File: config.mk
export PLATFORM = sky130hd
export DESIGN_NAME = p1305_ctrl
export DESIGN_NICKNAME = d
export VERILOG_FILES = /design/src/rtl/p1305_pkg.sv /design/src/rtl/p1305_ctrl.sv
export VERILOG_INCLUDE_DIRS = /design/src /design/src/rtl
export SDC_FILE = /design/constraint.sdc
export NUM_CORES = 1
export LEC_CHECK = 0
export BUFFER_PORTS_ARGS = -buffer_cell sky130_fd_sc_hd__buf_4
export CAP_MARGIN = 30
export CORE_MARGIN = 2
export CORE_UTILIZATION = 33
export CTS_CLUSTER_SIZE = 25
export DETAILED_ROUTE_END_ITERATION = 10
export PLACE_DENSITY = 0.62
export REMOVE_ABC_BUFFERS = 1
export SLEW_MARGIN = 5
export SYNTH_ARGS = -nofsm -noshare
export SYNTH_HDL_FRONTEND = slang
export SYNTH_SLANG_ARGS = --single-unit
File: constraint.sdc
create_clock -name clk -period 3.2 [get_ports clk]
set_input_delay 0.16 -clock clk [delete_from_list [all_inputs] [get_ports clk]]
set_output_delay 0.16 -clock clk [all_outputs]
set_load 0.01 [all_outputs]
File: src/rtl/poly1305_mac_engine_defines.svh
// Assertion macros shared by the Poly1305 MAC engine modules.
`ifndef POLY1305_MAC_ENGINE_DEFINES_SVH
`define POLY1305_MAC_ENGINE_DEFINES_SVH

// Same-cycle implication, sampled on clk, off while arst_n is low.
`define P1305_ASSERT_NOW(label, ante, cons, msg) \
	label: assert property (@(posedge clk) disable iff (!arst_n) (ante) |-> (cons)) \
		else $error(msg);

// Next-cycle implication, sampled on clk, off while arst_n is low.
`define P1305_ASSERT_NEXT(label, ante, cons, msg) \
	label: assert property (@(posedge clk) disable iff (!arst_n) (ante) |=> (cons)) \
		else $error(msg);

`endif

File: src/rtl/p1305_pkg.sv
// Shared widths, key clamp masks, register indexes and control types for the Poly1305 engine.
package p1305_pkg;

	localparam int LIMB_W    = 26;
	localparam int NLIMB     = 5;
	localparam int H_W       = 28;
	localparam int COEF_W    = 29;
	localparam int PROD_W    = H_W + COEF_W;
	localparam int D_W       = 60;
	localparam int FOLD_W    = D_W - LIMB_W + 3;
	localparam int P_W       = 130;
	localparam int G_W       = P_W + 1;
	localparam int V_W       = P_W + 2;
	localparam int REG_W     = 64;
	localparam int BLK_W     = 128;
	localparam int TAG_W     = 128;
	localparam int CNT_W     = 5;
	localparam int BLK_BYTES = 16;
	localparam int CFG_IDX_W = 2;
	localparam int STEP_W    = 3;
	localparam int P_FOLD    = 5;

	localparam logic [STEP_W-1:0] MAC_LAST   = STEP_W'(NLIMB - 1);
	localparam logic [STEP_W-1:0] CARRY_LAST = STEP_W'(2);

	localparam logic [REG_W-1:0] R_LO_CLAMP = 64'h0fff_fffc_0fff_ffff;
	localparam logic [REG_W-1:0] R_HI_CLAMP = 64'h0fff_fffc_0fff_fffc;

	localparam logic [CFG_IDX_W-1:0] REG_R_LO = 2'd0;
	localparam logic [CFG_IDX_W-1:0] REG_R_HI = 2'd1;
	localparam logic [CFG_IDX_W-1:0] REG_S_LO = 2'd2;
	localparam logic [CFG_IDX_W-1:0] REG_S_HI = 2'd3;

	typedef logic [LIMB_W-1:0] limb_t;
	typedef logic [COEF_W-1:0] coef_t;
	typedef logic [H_W-1:0]    hlimb_t;
	typedef logic [D_W-1:0]    dlimb_t;

	typedef struct packed {
		logic              load;
		logic              mac;
		logic              carry;
		logic              carry_last;
		logic              fcomp;
		logic              fold1;
		logic              fold2;
		logic              fsel;
		logic              tag_load;
		logic [STEP_W-1:0] step;
	} p1305_cmd_t;

	typedef struct packed {
		logic cnt_zero;
		logic out_busy;
	} p1305_sts_t;

endpackage

File: src/rtl/p1305_ctrl.sv
// Sequencer for block absorb, multiply steps, carry rounds and final tag reduction.
`include "poly1305_mac_engine_defines.svh"

module p1305_ctrl import p1305_pkg::*; (
	input  logic       clk,
	input  logic       arst_n,
	input  logic       in_valid,
	input  logic       in_last,
	output logic       in_ready,
	input  p1305_sts_t sts,
	output p1305_cmd_t cmd
);

	localparam logic [2:0] S_IDLE  = 3'd0;
	localparam logic [2:0] S_MUL   = 3'd1;
	localparam logic [2:0] S_CARRY = 3'd2;
	localparam logic [2:0] S_FCOMP = 3'd3;
	localparam logic [2:0] S_FOLD1 = 3'd4;
	localparam logic [2:0] S_FOLD2 = 3'd5;
	localparam logic [2:0] S_FSEL  = 3'd6;
	localparam logic [2:0] S_TAG   = 3'd7;

	logic [2:0]        state_q, state_d;
	logic [STEP_W-1:0] step_q, step_d;
	logic              last_q, last_d;

	always_comb begin
		state_d  = state_q;
		step_d   = step_q;
		last_d   = last_q;
		cmd      = '0;
		cmd.step = step_q;
		in_ready = (state_q == S_IDLE);
		unique case (state_q)
			S_IDLE: begin
				if (in_valid) begin
					cmd.load = 1'b1;
					last_d   = in_last;
					step_d   = '0;
					if (!sts.cnt_zero) begin
						state_d = S_MUL;
					end else if (in_last) begin
						state_d = S_FCOMP;
					end
				end
			end
			S_MUL: begin
				cmd.mac = 1'b1;
				if (step_q == MAC_LAST) begin
					state_d = S_CARRY;
					step_d  = '0;
				end else begin
					step_d = step_q + STEP_W'(1);
				end
			end
			S_CARRY: begin
				cmd.carry = 1'b1;
				if (step_q == CARRY_LAST) begin
					cmd.carry_last = 1'b1;
					state_d        = last_q ? S_FCOMP : S_IDLE;
				end else begin
					step_d = step_q + STEP_W'(1);
				end
			end
			S_FCOMP: begin
				cmd.fcomp = 1'b1;
				state_d   = S_FOLD1;
			end
			S_FOLD1: begin
				cmd.fold1 = 1'b1;
				state_d   = S_FOLD2;
			end
			S_FOLD2: begin
				cmd.fold2 = 1'b1;
				state_d   = S_FSEL;
			end
			S_FSEL: begin
				cmd.fsel = 1'b1;
				state_d  = S_TAG;
			end
			S_TAG: begin
				// hold until the output register is free
				if (!sts.out_busy) begin
					cmd.tag_load = 1'b1;
					state_d      = S_IDLE;
				end
			end
			default: state_d = S_IDLE;
		endcase
	end

	always_ff @(posedge clk or negedge arst_n) begin
		if (!arst_n) begin
			state_q <= S_IDLE;
			step_q  <= '0;
			last_q  <= 1'b0;
		end else begin
			state_q <= state_d;
			step_q  <= step_d;
			last_q  <= last_d;
		end
	end

	`P1305_ASSERT_NOW(a_mul_step_range, state_q == S_MUL, step_q <= MAC_LAST, "multiply step out of range")
	`P1305_ASSERT_NEXT(a_accept_to_mul, cmd.load && !sts.cnt_zero, (state_q == S_MUL) && (step_q == '0), "nonempty word did not start multiply")
	`P1305_ASSERT_NEXT(a_carry_to_idle, (state_q == S_CARRY) && (step_q == CARRY_LAST) && !last_q, in_ready, "not ready after inner block")

endmodule

## After elaboration in Yosys (flattened, before gate mapping)

Index checks and enable logic that the tools add are counted.

- Add/subtract/negate cells: 1
- Equality and inequality tests: 15
- Muxes and demuxes: 23
- Reduce and logical (&&, ||, !) cells: 5

Operator list:

| operator | count |
|---|---|
| $mux 3 | 9 |
| $pmux 3 s8 | 1 |
| $eq 3x3->1 const B | 5 |
| $mux 1 | 10 |
| $ne 2x2->1 const B | 5 |
| $eq 3x2->1 const B | 3 |
| $pmux 3 s3 | 1 |
| $reduce_and 5->1 | 1 |
| $mux 2 | 2 |
| $add 3x1->3 const B | 1 |
| $eq 3x1->1 const B | 1 |
| $logic_not 3->1 | 1 |
| $ne 3x3->1 const B | 1 |
| $reduce_and 3->1 | 1 |
| $reduce_bool 3->1 | 1 |
| $reduce_and 2->1 | 1 |

- Register bits: 7
- Input port bits: 6

## Logic depth before layout (Yosys ltp)

Gate-level depths: netlist of the first run.

- Depth after elaboration: 4
- Gate-level depth with buffers: 6

## Worst setup path after synthesis of the first run

Ideal clock, no wire load.

- Path type: reg-to-reg
- From: register step_q[0]
- To: register state_q[0]
- Arrival time: 1.315 ns
- Setup slack: 1.760 ns
- Stages on the path, launching flop included: 7
- Path buffers: 0
- Clock period less this slack: 1.440 ns
- Path through: dfrtp_1 > inv_1 > ha_1 > nand2b_1 > a22oi_1 > o21ai_1 > mux2_4

- Cells in the longest elaborated chain, start to end: 3
- Elaborated cells between the ends (all ways): 5

Ends and longest elaborated chain:

| what | line | text |
|---|---|---|
| start, declared | p1305_ctrl.sv:24 | `logic [STEP_W-1:0] step_q, step_d;` |
| start signal, assigned | p1305_ctrl.sv:99 | `step_q <= step_d;` |
| $eq 3x2->1 / $eq 3x3->1 (equally long branches) | p1305_ctrl.sv:58, p1305_ctrl.sv:49 |  |
| $ne 2x2->1 (no source line) | n/a |  |
| $reduce_and 5->1 (no source line) * | n/a |  |
| end signal, assigned | p1305_ctrl.sv:98 | `state_q <= state_d;` |
| end, declared | p1305_ctrl.sv:23 | `logic [2:0] state_q, state_d;` |

Every way passes the cells marked *; elsewhere a longest branch is shown, timed or not.
A chain may end at the register's enable or synchronous reset.

==> impl_results.md, run 1 <==
- Status: completed
- Synth cell types: 29
- Post-DP HPWL: 911 microns
- H-tree depth: 1
- Drt first pass iters: 4
- GP Congestion: 0.766
- Hold wc startpoint: in_last
- Routed wire length: 1.25 mm
- Initial drt markers: 4
- Crit Path Max Fanout: 17
- First-pass GRT wire length: 1.97 mm
- Vias in the first global route: 457
- Ys async rst share: 100%
- Largest family of logic cells by synthesized area: simple AND/OR/NAND/NOR gates
- Die Ht: 44.4 microns
- Avg WL per Cell: 12.3 microns
- CTS root buf: clkbuf_4
- Die Span X: 44.4 microns
- Setup violations, final: 0
- P_leak: 0.000344 uW
- Setup crit start: state_q[0]
- Max cap viols: 0
- Critical path type: reg -> out
- IO Count: 19
- Vias: 521
- EDFF count, synth: 0
- Most common flop cell mapped by yosys: dfrtp_1
- Initial Utilization: 35.4%
- Share of cells above drive strength 1: 30.6%
- Complex-gate fraction of the synthesized area: 19.7%
- Final Hold Vio Count: 0
- Clock Skews: 0.000724 ns
- Period utilization: 53.7%
- Congestion Overflow GR: 0
- CTS Buf Count: 3
- Overall global routing resource usage: 14.4%
- Max stage delay cell, worst path: dfrtp_1
- Crit path required time: 3.04 ns
- Syn-to-layout area delta: 32.5%
- Clk_lat worst skew: 0.26 ns
- Placed cells: 96
- Critical path's largest stage delay: 0.64 ns
- Vias per cell: 5.16
- Row cnt: 14
- Adder-Cell Fraction of Synth Area: 6.96%
- DRC: 0
- Final std cells w/o fill: 101
- Worst hold path class: in -> reg
- Yosys Warn Count: 0
- Register bit count reported by yosys: 7
- Critical Path, Cell by Cell: inv_1 -> nor3_1 -> buf_4
- Post-layout min period: 1.72 ns
- Max Clk Rate: 0.582 GHz
- Crit start category: flip-flop
- Register area share after synthesis: 32.5%
- Post-Synth Simple-Gate Area: 29.2%
- Post-Syn Area: 539 sq um
- Synthesized area per cell: 8.30 sq um
- I/O Buffers: 18
- Worst r2r src: state_q[1]
- Mux cell area share after synthesis: 4.87%
- Crit path DAT: 1.56 ns
- Rel. slew slack: 67.8%
- Setup crit end kind: output pin
- Pin count of the biggest net entering global routing: 18
- Setup TNS: 0 ns
- VDD IR max: 0.576 mV
- Nets@finish: 95
- CTS tree: yes
- Clock transition at path regs: 0.06 ns
- Gate Count Post-Synth: 65
- Post-Synth XOR/XNOR Area: 0%
- Slew Limit Fails: 0
- Pwr Density: 946 mW/mm^2
- Unrepaired setup endpoints after global routing: no
- Core box area: 0.00152 sq mm
- # diodes: 0
- Initial antenna violation count: 0
- CTS Buffer Depth: 2
- CTS sink cnt: 7
- Post-route antenna net violation count: 0
- Die area: 0.00197 sq mm
- Measured slew at the worst slew-check pin: 0.483 ns
==> sequential cells by signal, indices dropped and copies added (netlist names) <==
signal	flops
last_q	1
state_q	3
step_q	3
==> path summary, 6_finish.rpt <==
kind	cells after the start	to	slack, ns
hold / removal	2	last_q	0.14
hold reg to reg	1	last_q	0.54
max in group asynchronous	2	state_q[0]	2.83
setup reg to reg	4	state_q[0]	1.60
min in group asynchronous	2	state_q[1]	0.25
setup / recovery	3	cmd[3]	1.48
==> kinds of logic after synthesis <==
family          after synthesis
simple gates                 29
compound gates               16
buf+inv                       8
flops                         7
fa+ha+maj                     3
mux                           2
==> synth_stat cells, types with 2 or more instances <==
cell	n	area share [%]
dfrtp_1	7	32
nor3b_1	2	2.8
inv_1	5	3.5
o21ai_0	6	5.6
nand2_1	2	1.4
nand2b_1	4	4.6
nor2_1	8	5.6
nor3_1	4	3.7
nor2b_1	4	4.6
buf_2	2	1.9
ha_1	3	7.0
==> placed cells by master, fill, tap and decap left out <==
cell type      synthesis  routed
ha_1                   3       3
a22oi_1                1       1
nand2b_1               4       4
a21boi_2               1       1
o31ai_1                1       1
nor3b_1                2       2
o41ai_1                1       1
dfrtp_1                7       7
a21oi_1                1       1
and3_1                 1       1
a2bb2oi_1              1       1
a31oi_1                1       1
clkbuf_4               0       3
clkinv_2               0       1
inv_1                  5       5
a21o_1                 1       1
nand4_1                1       1
buf_4                  1      18
nor3_1                 4       4
or2_1                  1       1
o21ai_1                1       1
dlygate4sd3_1          0       1
mux2_2                 1       1
nor3_2                 1       1
and2_1                 1       1
nor2b_1                4       4
mux2_4                 1       1
nor2_1                 8       8
o21ai_0                6       6
nand2_1                2       2
o311ai_0               1       1
==> worst max-delay path, delay by kind of cell, from the launching register on <==
family	cells	cell delay, ns
AND/OR/NAND/NOR	1	0.31
buffers and inverters	2	0.35
flip-flops	1	0.64
==> final cells by class <==
cell class	instances	area, sq um
tap	16	20.0
inverter	5	18.8
multi-input combinational	50	328
clock inverter	1	5.00
sequential	7	175
fill	164	810
timing repair buffer	19	145
clock buffer	3	22.5
==> power breakdown <==
part	total, uW	leakage (uW)	switching, uW	internal (uW)
sequential	233	0.0000842	102	131
clock	83.5	0.0000177	37.6	45.9
combinational	359	0.000242	169	190
total	676	0.000344	309	367
==> stage by stage <==
stage | area [sq um] | utilization [%] | hold WS [ns] | total power, uW | setup slack [ns]
4_1_cts | 714 | 46.9 | 0.131 | 684 | 1.47
3_3_place_gp | 677 | 44.4 | -0.0184 | 588 | 1.66
2_1_floorplan | 522 | - | -0.136 | 445 | 1.70
5_1_grt | 714 | 46.9 | 0.130 | 742 | 1.33
6_report | 714 | 46.9 | 0.138 | 676 | 1.48
3_5_place_dp | 677 | 44.4 | -0.0196 | 594 | 1.66
==> metal layers <==
| metal | track usage [%] | wire length (microns) | vias to the layer above |
|---|---|---|---|
| li1 | - | - | 268 |
| met1 | 19.2 | 613 | 240 |
| met2 | 19.7 | 569 | 11 |
| met3 | 7.35 | 58 | 2 |
| met4 | 5.45 | 6 | 0 |
| met5 | 0 | 0 | - |
==> what timing repair did <==
item	CTS	global route
endpoints found under the hold margin	7	0
gates resized for setup	0	0
buffers inserted	0	0
endpoints found under the setup margin	0	0
hold buffers	1	0
(Power assumes the default switching activity.)
==> run 2, diff against run 1 <==
--- a/config.mk
+++ b/config.mk
@@ -6,13 +6,14 @@
 export SDC_FILE = /design/constraint.sdc
 export NUM_CORES = 1
 export LEC_CHECK = 0
+export ABC_AREA = 1
 export BUFFER_PORTS_ARGS = -buffer_cell sky130_fd_sc_hd__buf_4
 export CAP_MARGIN = 30
 export CORE_MARGIN = 2
 export CORE_UTILIZATION = 33
 export CTS_CLUSTER_SIZE = 25
 export DETAILED_ROUTE_END_ITERATION = 10
-export PLACE_DENSITY = 0.62
+export PLACE_DENSITY = 0.64
 export REMOVE_ABC_BUFFERS = 1
 export SLEW_MARGIN = 5
 export SYNTH_ARGS = -nofsm -noshare
==> constraint.sdc (replaced) <==
create_clock -name clk -period 1.4 [get_ports clk]
set_input_delay 0.07 -clock clk [delete_from_list [all_inputs] [get_ports clk]]
set_output_delay 0.07 -clock clk [all_outputs]
set_load 0.01 [all_outputs]
==> impl_results.md, run 2 <==
- Status: completed
- Congestion Overflow GR: 0 (unchanged)
- Die area: 0.00200 sq mm (+1.5%)
- Synth top area share: 32.0% (-0.52 points)
- Reg2reg setup slack: 0.07 ns (-1.53 ns)
- VDD IR max: 0.973 mV (+69%)
- Drt first pass iters: 4 (unchanged)
- CTS root buf: clkbuf_4
- Row cnt: 14 (unchanged)
- Yosys Warn Count: 0 (unchanged)
- CTS Buf Count: 3 (unchanged)
- Slew Limit Fails: 0 (unchanged)
- Worst hold path class: in -> reg
- Max cap viols: 0 (unchanged)
- Crit path required time: 1.33 ns (-1.71 ns)
- Unrepaired setup endpoints after global routing: yes
- Setup crit end kind: output pin
- Clk_lat worst skew: 0.25 ns (about the same)
- Pin count of the biggest net entering global routing: 10 (-8)
- Post-route antenna net violation count: 0 (unchanged)
- Placement Setup Slack: -0.0311 ns (-1.69 ns)
- Crit start category: flip-flop
- Largest family of logic cells by synthesized area: simple AND/OR/NAND/NOR gates
- Nets@finish: 114 (+20%)
- # diodes: 0 (unchanged)
- Die Span X: 44.8 microns (+0.73%)
- Vias in the first global route: 526 (+15%)
- Crit Path Max Fanout: 4 (-13)
- Synthesized area per cell: 7.03 sq um (-15%)
- Mux cell area share after synthesis: 1.83% (-3.0 points)
- Share of cells above drive strength 1: 49.0% (+18 points)
- Critical path type: reg -> out
- Post-Synth XOR/XNOR Area: 1.60% (+1.6 points)
- Largest registers: state_q (3), step_q (3), last_q (1)
- Post-DP HPWL: 1.03 mm (+13%)
- EDFF count, synth: 0 (unchanged)
- Final Hold Vio Count: 0 (unchanged)
- Setup crit start: step_q[0]
- Register area share after synthesis: 32.0% (-0.52 points)
- Worst r2r src: step_q[0]
- IO Count: 19 (unchanged)
- FF-to-FF path depth: 9 (+5)
- Overall global routing resource usage: 14.5% (+0.11 points)
- Most common flop cell mapped by yosys: dfrtp_1
- Vias: 573 (+10%)
- Setup crit end: cmd[8]
- Most frequent cell after synthesis: nand2_1
- CTS Buffer Depth: 2 (unchanged)
- Post-route cell area: 790 sq um (+11%)
- I/O Buffers: 18 (unchanged)
- Initial drt markers: 6 (+2)
- R2r endpoint: state_q[0]
- Die Ht: 44.8 microns (+0.73%)
- Vias per cell: 4.78 (-7.4%)
- Complex-gate fraction of the synthesized area: 9.36% (-10 points)
- Final std cells w/o fill: 120 (+19%)
- Final worst slack: 0.0225 ns (-1.46 ns)
- Pwr Density: 1970 mW/mm^2 (+110%)
- Ys async rst share: 100% (unchanged)
- Post-Syn Area: 548 sq um (+1.6%)
- Syn-to-layout area delta: 44.1%
- Setup violations, final: 0 (unchanged)
- Most frequent cells in the layout: 21 x buf_4, 17 x nand2_1, 7 x inv_2, 7 x nor2_1, 6 x inv_1
- Register bit count reported by yosys: 7 (unchanged)
- Clock Skews: 0.00300 ns (+0.00228 ns)
- Max Clk Rate: 0.726 GHz
- Clock transition at path regs: 0.05 ns (about the same)
- Initial antenna violation count: 0 (unchanged)
- DRC: 0 (unchanged)
- First-pass GRT wire length: 2.05 mm (+3.9%)
- Most common cell after layout, fill and taps aside: buf_4
- Top cell type by total area after synthesis: dfrtp_1
- Placed cells: 111 (+16%)
- Pwr Total: 1550 uW (+130%)
- Routed wire length: 1.33 mm (+6.7%)
- CTS tree: yes
- Synth cell types: 22 (-24%)
- Core box area: 0.00152 sq mm (unchanged)
- Area contributors post-synth: dfrtp_1 32%, nand2_1 12%, ha_1 6.8%
- CTS sink cnt: 7 (unchanged)
- Post-Synth Simple-Gate Area: 35.8% (+6.6 points)
- Period utilization: 98.4%
- Post-layout min period: 1.38 ns
- P_leak: 0.000440 uW (+28%)
- Avg WL per Cell: 11.1 microns (-10%)
- Gate Count Post-Synth: 78 (+20%)
- Most frequent cells after synthesis: 18 x nand2_1, 10 x inv_1, 10 x nor2_1
- H-tree depth: 1 (unchanged)
- Crit path DAT: 1.31 ns (-0.25 ns)
- Measured slew at the worst slew-check pin: 0.258 ns (-0.225 ns)
- GP Congestion: 0.769 (+0.38%)
- Initial Utilization: 36.0% (+0.57 points)
- Adder-Cell Fraction of Synth Area: 6.85% (-0.11 points)
- Rel. slew slack: 82.8% (+15 points)
- Placed cell areas: 692 sq um (+2.2%)
[run 2: timing repair]
action / in CTS / in global routing
endpoints found under the setup margin: 4 / 5
hold buffers: 1 / 0
gates resized for setup: 3 / 12
setup buffers: 0 / 4
hold endpoints to repair: 7 / 0
pin swaps: 0 / 4
[run 2: where the power goes]
group          switching (uW)  internal [uW]
combinational             514            428
clock                    77.4            109
sequential                129            296
total                     720            833
[run 2: cell type report]
type / instances / area [sq um]
Fill cell: 168 / 734
Multi-Input combinational cell: 55 / 329
Timing Repair Buffer: 23 / 179
Sequential cell: 7 / 178
Inverter: 15 / 57.6
Clock buffer: 4 / 26.3
Tap cell: 16 / 20.0
[run 2: worst min path at each step]
stage / cells past startpoint / startpoint / slack (ns) / to
floorplan: 0 / arst_n / -0.23 / last_q
global placement: 1 / arst_n / -0.11 / state_q[0]
detailed placement: 1 / arst_n / -0.11 / state_q[0]
CTS: 3 / in_last / 0.06 / last_q
global route: 3 / in_last / 0.07 / last_q
finish: 3 / in_last / 0.06 / last_q
[run 2: cell families after synthesis]
group	Yosys count
AND/OR/NAND/NOR	42
adder cells (fa/ha/maj)	3
buffers and inverters	16
XOR/XNOR	1
multiplexers	1
flip-flops	7
AO/OA/AOI/OAI	8
[run 2: per-stage QoR]
step | utilization, % | hold slack [ns] | setup TNS (ns)
floorplan | - | -0.226 | 0
global placement | 45.4 | -0.107 | 0
detailed placement | 45.4 | -0.109 | -0.0311
global route | 51.8 | 0.0702 | -0.0482
CTS | 48.0 | 0.0620 | -0.0126
finish | 51.8 | 0.0585 | 0
[run 2: layer usage]
layer  vias up  global-route usage [%]  share of wire, %
met5         -                       0                 0
met4         0                    12.7               2.8
met3         4                    1.20               4.7
met2        19                    23.2                50
met1       252                    17.3                42
li1        298                       -                 -
[run 2: worst max-delay path, stage by stage (launching register included)]
cell and delay [ns]:
dfrtp_1 0.40, inv_2 0.10, ha_2 0.18, inv_2 0.04, nor2_4 0.12, nand2_2 0.08
inv_2 0.05, buf_6 0.09
==> run 3, diff against run 2 <==
--- a/config.mk
+++ b/config.mk
@@ -15,6 +15,7 @@
 export DETAILED_ROUTE_END_ITERATION = 10
 export PLACE_DENSITY = 0.64
 export REMOVE_ABC_BUFFERS = 1
+export SETUP_SLACK_MARGIN = 0.1
 export SLEW_MARGIN = 5
 export SYNTH_ARGS = -nofsm -noshare
 export SYNTH_HDL_FRONTEND = slang
==> impl_results.md, run 3 (synthesis results as in run 2) <==
- Status: completed
- Avg WL per Cell: 12.3 microns (+11%)
- Clk_lat worst skew: 0.26 ns (about the same)
- VDD IR max: 0.922 mV (-5.2%)
- Area of the multi-input gates: 388 sq um (+18%)
- DRC: 0 (unchanged)
- P_int: 980 uW (+18%)
- Unrepaired setup endpoints after global routing: yes
- Initial drt markers: 3 (-3)
- Setup violations, final: 0 (unchanged)
- Bufs and invs on worst path: 4 (unchanged)
- Post-layout min period: 1.34 ns (-0.0407 ns)
- CTS tree: yes
- Critical Path, Cell by Cell: inv_2 -> ha_4 -> inv_2 -> nor2_4 -> nand2_2 -> inv_2 -> buf_6
- Most frequent cells in the layout: 27 x buf_4, 15 x nand2_1, 7 x inv_2, 7 x nor2_1, 6 x inv_1
- Placed cell areas: 692 sq um (unchanged)
- Die Span X: 44.8 microns (unchanged)
- Nets@finish: 121 (+6.1%)
- Critical path's largest stage delay: 0.40 ns (about the same)
- Final Hold Vio Count: 0 (unchanged)
- Post-route cell area: 910 sq um (+15%)
- Final std cells w/o fill: 127 (+5.8%)
- Initial Utilization: 36.0% (unchanged)
- Reg2reg setup slack: 0.09 ns (+0.02 ns)
- Clock Skews: 0.00924 ns (+0.00623 ns)
- Placed cells: 111 (unchanged)
- Die area: 0.00200 sq mm (unchanged)
- Pin count of the biggest net entering global routing: 8 (-2)
- R2r endpoint: state_q[0]
- Critical path type: reg -> out
- # diodes: 0 (unchanged)
- Max cap viols: 0 (unchanged)
- CTS Buf Count: 3 (unchanged)
- Core box area: 0.00152 sq mm (unchanged)
- H-tree depth: 1 (unchanged)
- CTS sink cnt: 7 (unchanged)
- Vias in the first global route: 602 (+14%)
- Worst hold path class: in -> reg
- Setup crit start: step_q[0]
- Clock transition at path regs: 0.06 ns (about the same)
- Crit path DAT: 1.27 ns (-0.04 ns)
- Max stage delay cell, worst path: dfrtp_1
- P_leak: 0.000485 uW (+10%)
- Max Clk Rate: 0.748 GHz (+3.0%)
- Post-route antenna net violation count: 0 (unchanged)
- First-pass GRT wire length: 2.35 mm (+15%)
- Initial antenna violation count: 0 (unchanged)
- Row cnt: 14 (unchanged)
- Die Ht: 44.8 microns (unchanged)
- Vias: 607 (+5.9%)
- Crit path top cell by count: inv_2
- GP Congestion: 0.769 (unchanged)
- Worst r2r src: step_q[1]
- Share of cells above drive strength 1: 59.5% (+10 points)
- WP depth: 7 (unchanged)
- I/O Buffers: 18 (unchanged)
- Setup crit end kind: output pin
- Period utilization: 95.5% (-2.9 points)
- Cell family with most CP delay: flip-flops
- Slew Limit Fails: 0 (unchanged)
- Post-DP HPWL: 1.03 mm (unchanged)
- Routed wire length: 1.57 mm (+18%)
- Crit start category: flip-flop
- Overall global routing resource usage: 16.9% (+2.4 points)
- Pwr Density: 2000 mW/mm^2 (+1.7%)
- Sequential Power Share: 22.8% (-4.6 points)
- Measured slew at the worst slew-check pin: 0.303 ns (+0.0450 ns)
- CTS root buf: clkbuf_4
- Largest registers: state_q (3), step_q (3), last_q (1)
- CTS Buffer Depth: 2 (unchanged)
- Crit path required time: 1.33 ns (about the same)
- Setup crit end: cmd[8]
- FF-to-FF path depth: 9 (unchanged)
- IO Count: 19 (unchanged)
- Logic pwr share: 66.6% (+6.0 points)
- Congestion Overflow GR: 0 (unchanged)
- Clk pwr share: 10.6% (-1.4 points)
- Sequential cell area: 179 sq um (+0.70%)
- Fillers: 154 (-8.3%)
- Rel. slew slack: 79.8% (-3.0 points)
- Net Sw Power: 841 uW (+17%)
- Net Sw Frac: 46.2% (-0.17 points)
- Syn-to-layout area delta: 66.0%
- Crit Path Max Fanout: 3 (-1)
- Vias per cell: 4.78 (about the same)
- Drt first pass iters: 2 (-2)
- Most common cell after layout, fill and taps aside: buf_4
## run 3: worst min path at each step
stage                     slack [ns]  cells past startpoint     from         end
after floorplan                -0.23                      0   arst_n      last_q
after global placement         -0.11                      1   arst_n  state_q[0]
after detailed placement       -0.11                      1   arst_n  state_q[0]
after CTS                       0.06                      3  in_last      last_q
after global routing            0.07                      3  in_last      last_q
final                           0.05                      3  in_last      last_q
## run 3: what timing repair did
item | in CTS | in global routing
resized for setup | 15 | 15
pin swaps | 5 | 9
setup endpoints to repair | 8 | 11
setup buffers | 7 | 4
hold buffers | 1 | 0
endpoints found under the hold margin | 7 | 0
## run 3: power groups by stage
| stage | clock network, uW | registers (uW) | logic, uW |
|---|---|---|---|
| after global routing | 217 | 424 | 1340 |
| after detailed placement | 0 | 409 | 830 |
| after floorplan | 0 | 400 | 537 |
| final | 193 | 415 | 1210 |
| after CTS | 199 | 398 | 1040 |
| after global placement | 0 | 407 | 806 |
## run 3: cell type report
cell class	count	share of cell area, %
clock buffers	4	2.89
inverters	15	6.74
multi-input cells	55	42.6
flip-flops and latches	7	19.7
well taps	16	2.20
repair buffers	30	25.9
## run 3: through the flow
step	hold slack (ns)	TNS (ns)	setup WS, ns	util, %	power, uW
after detailed placement	-0.109	-0.0311	-0.0311	45.4	1240
after floorplan	-0.226	0	0.0858	-	937
after CTS	0.0620	0	0.0765	53.8	1640
final	0.0528	0	0.0632	59.7	1820
after global routing	0.0658	0	0.00228	59.7	1980
after global placement	-0.107	0	0.0583	45.4	1210
## run 3: metal layers
metal | share of wire [%] | routed length [microns] | track usage, % | up-vias
met5 | 0 | 0 | 0 | -
met4 | 1.9 | 29 | 12.7 | 0
met3 | 3.5 | 55 | 1.20 | 4
met2 | 55 | 869 | 30.1 | 19
met1 | 39 | 612 | 18.5 | 277
li1 | - | - | - | 307
## run 3: worst register-to-register path: cells and delay by family (launching register included)
family | cells | cell delay, ns
flip-flops | 1 | 0.45
AND/OR/NAND/NOR | 7 | 0.50
adder cells (fa/ha/maj) | 1 | 0.13
buffers and inverters | 1 | 0.10
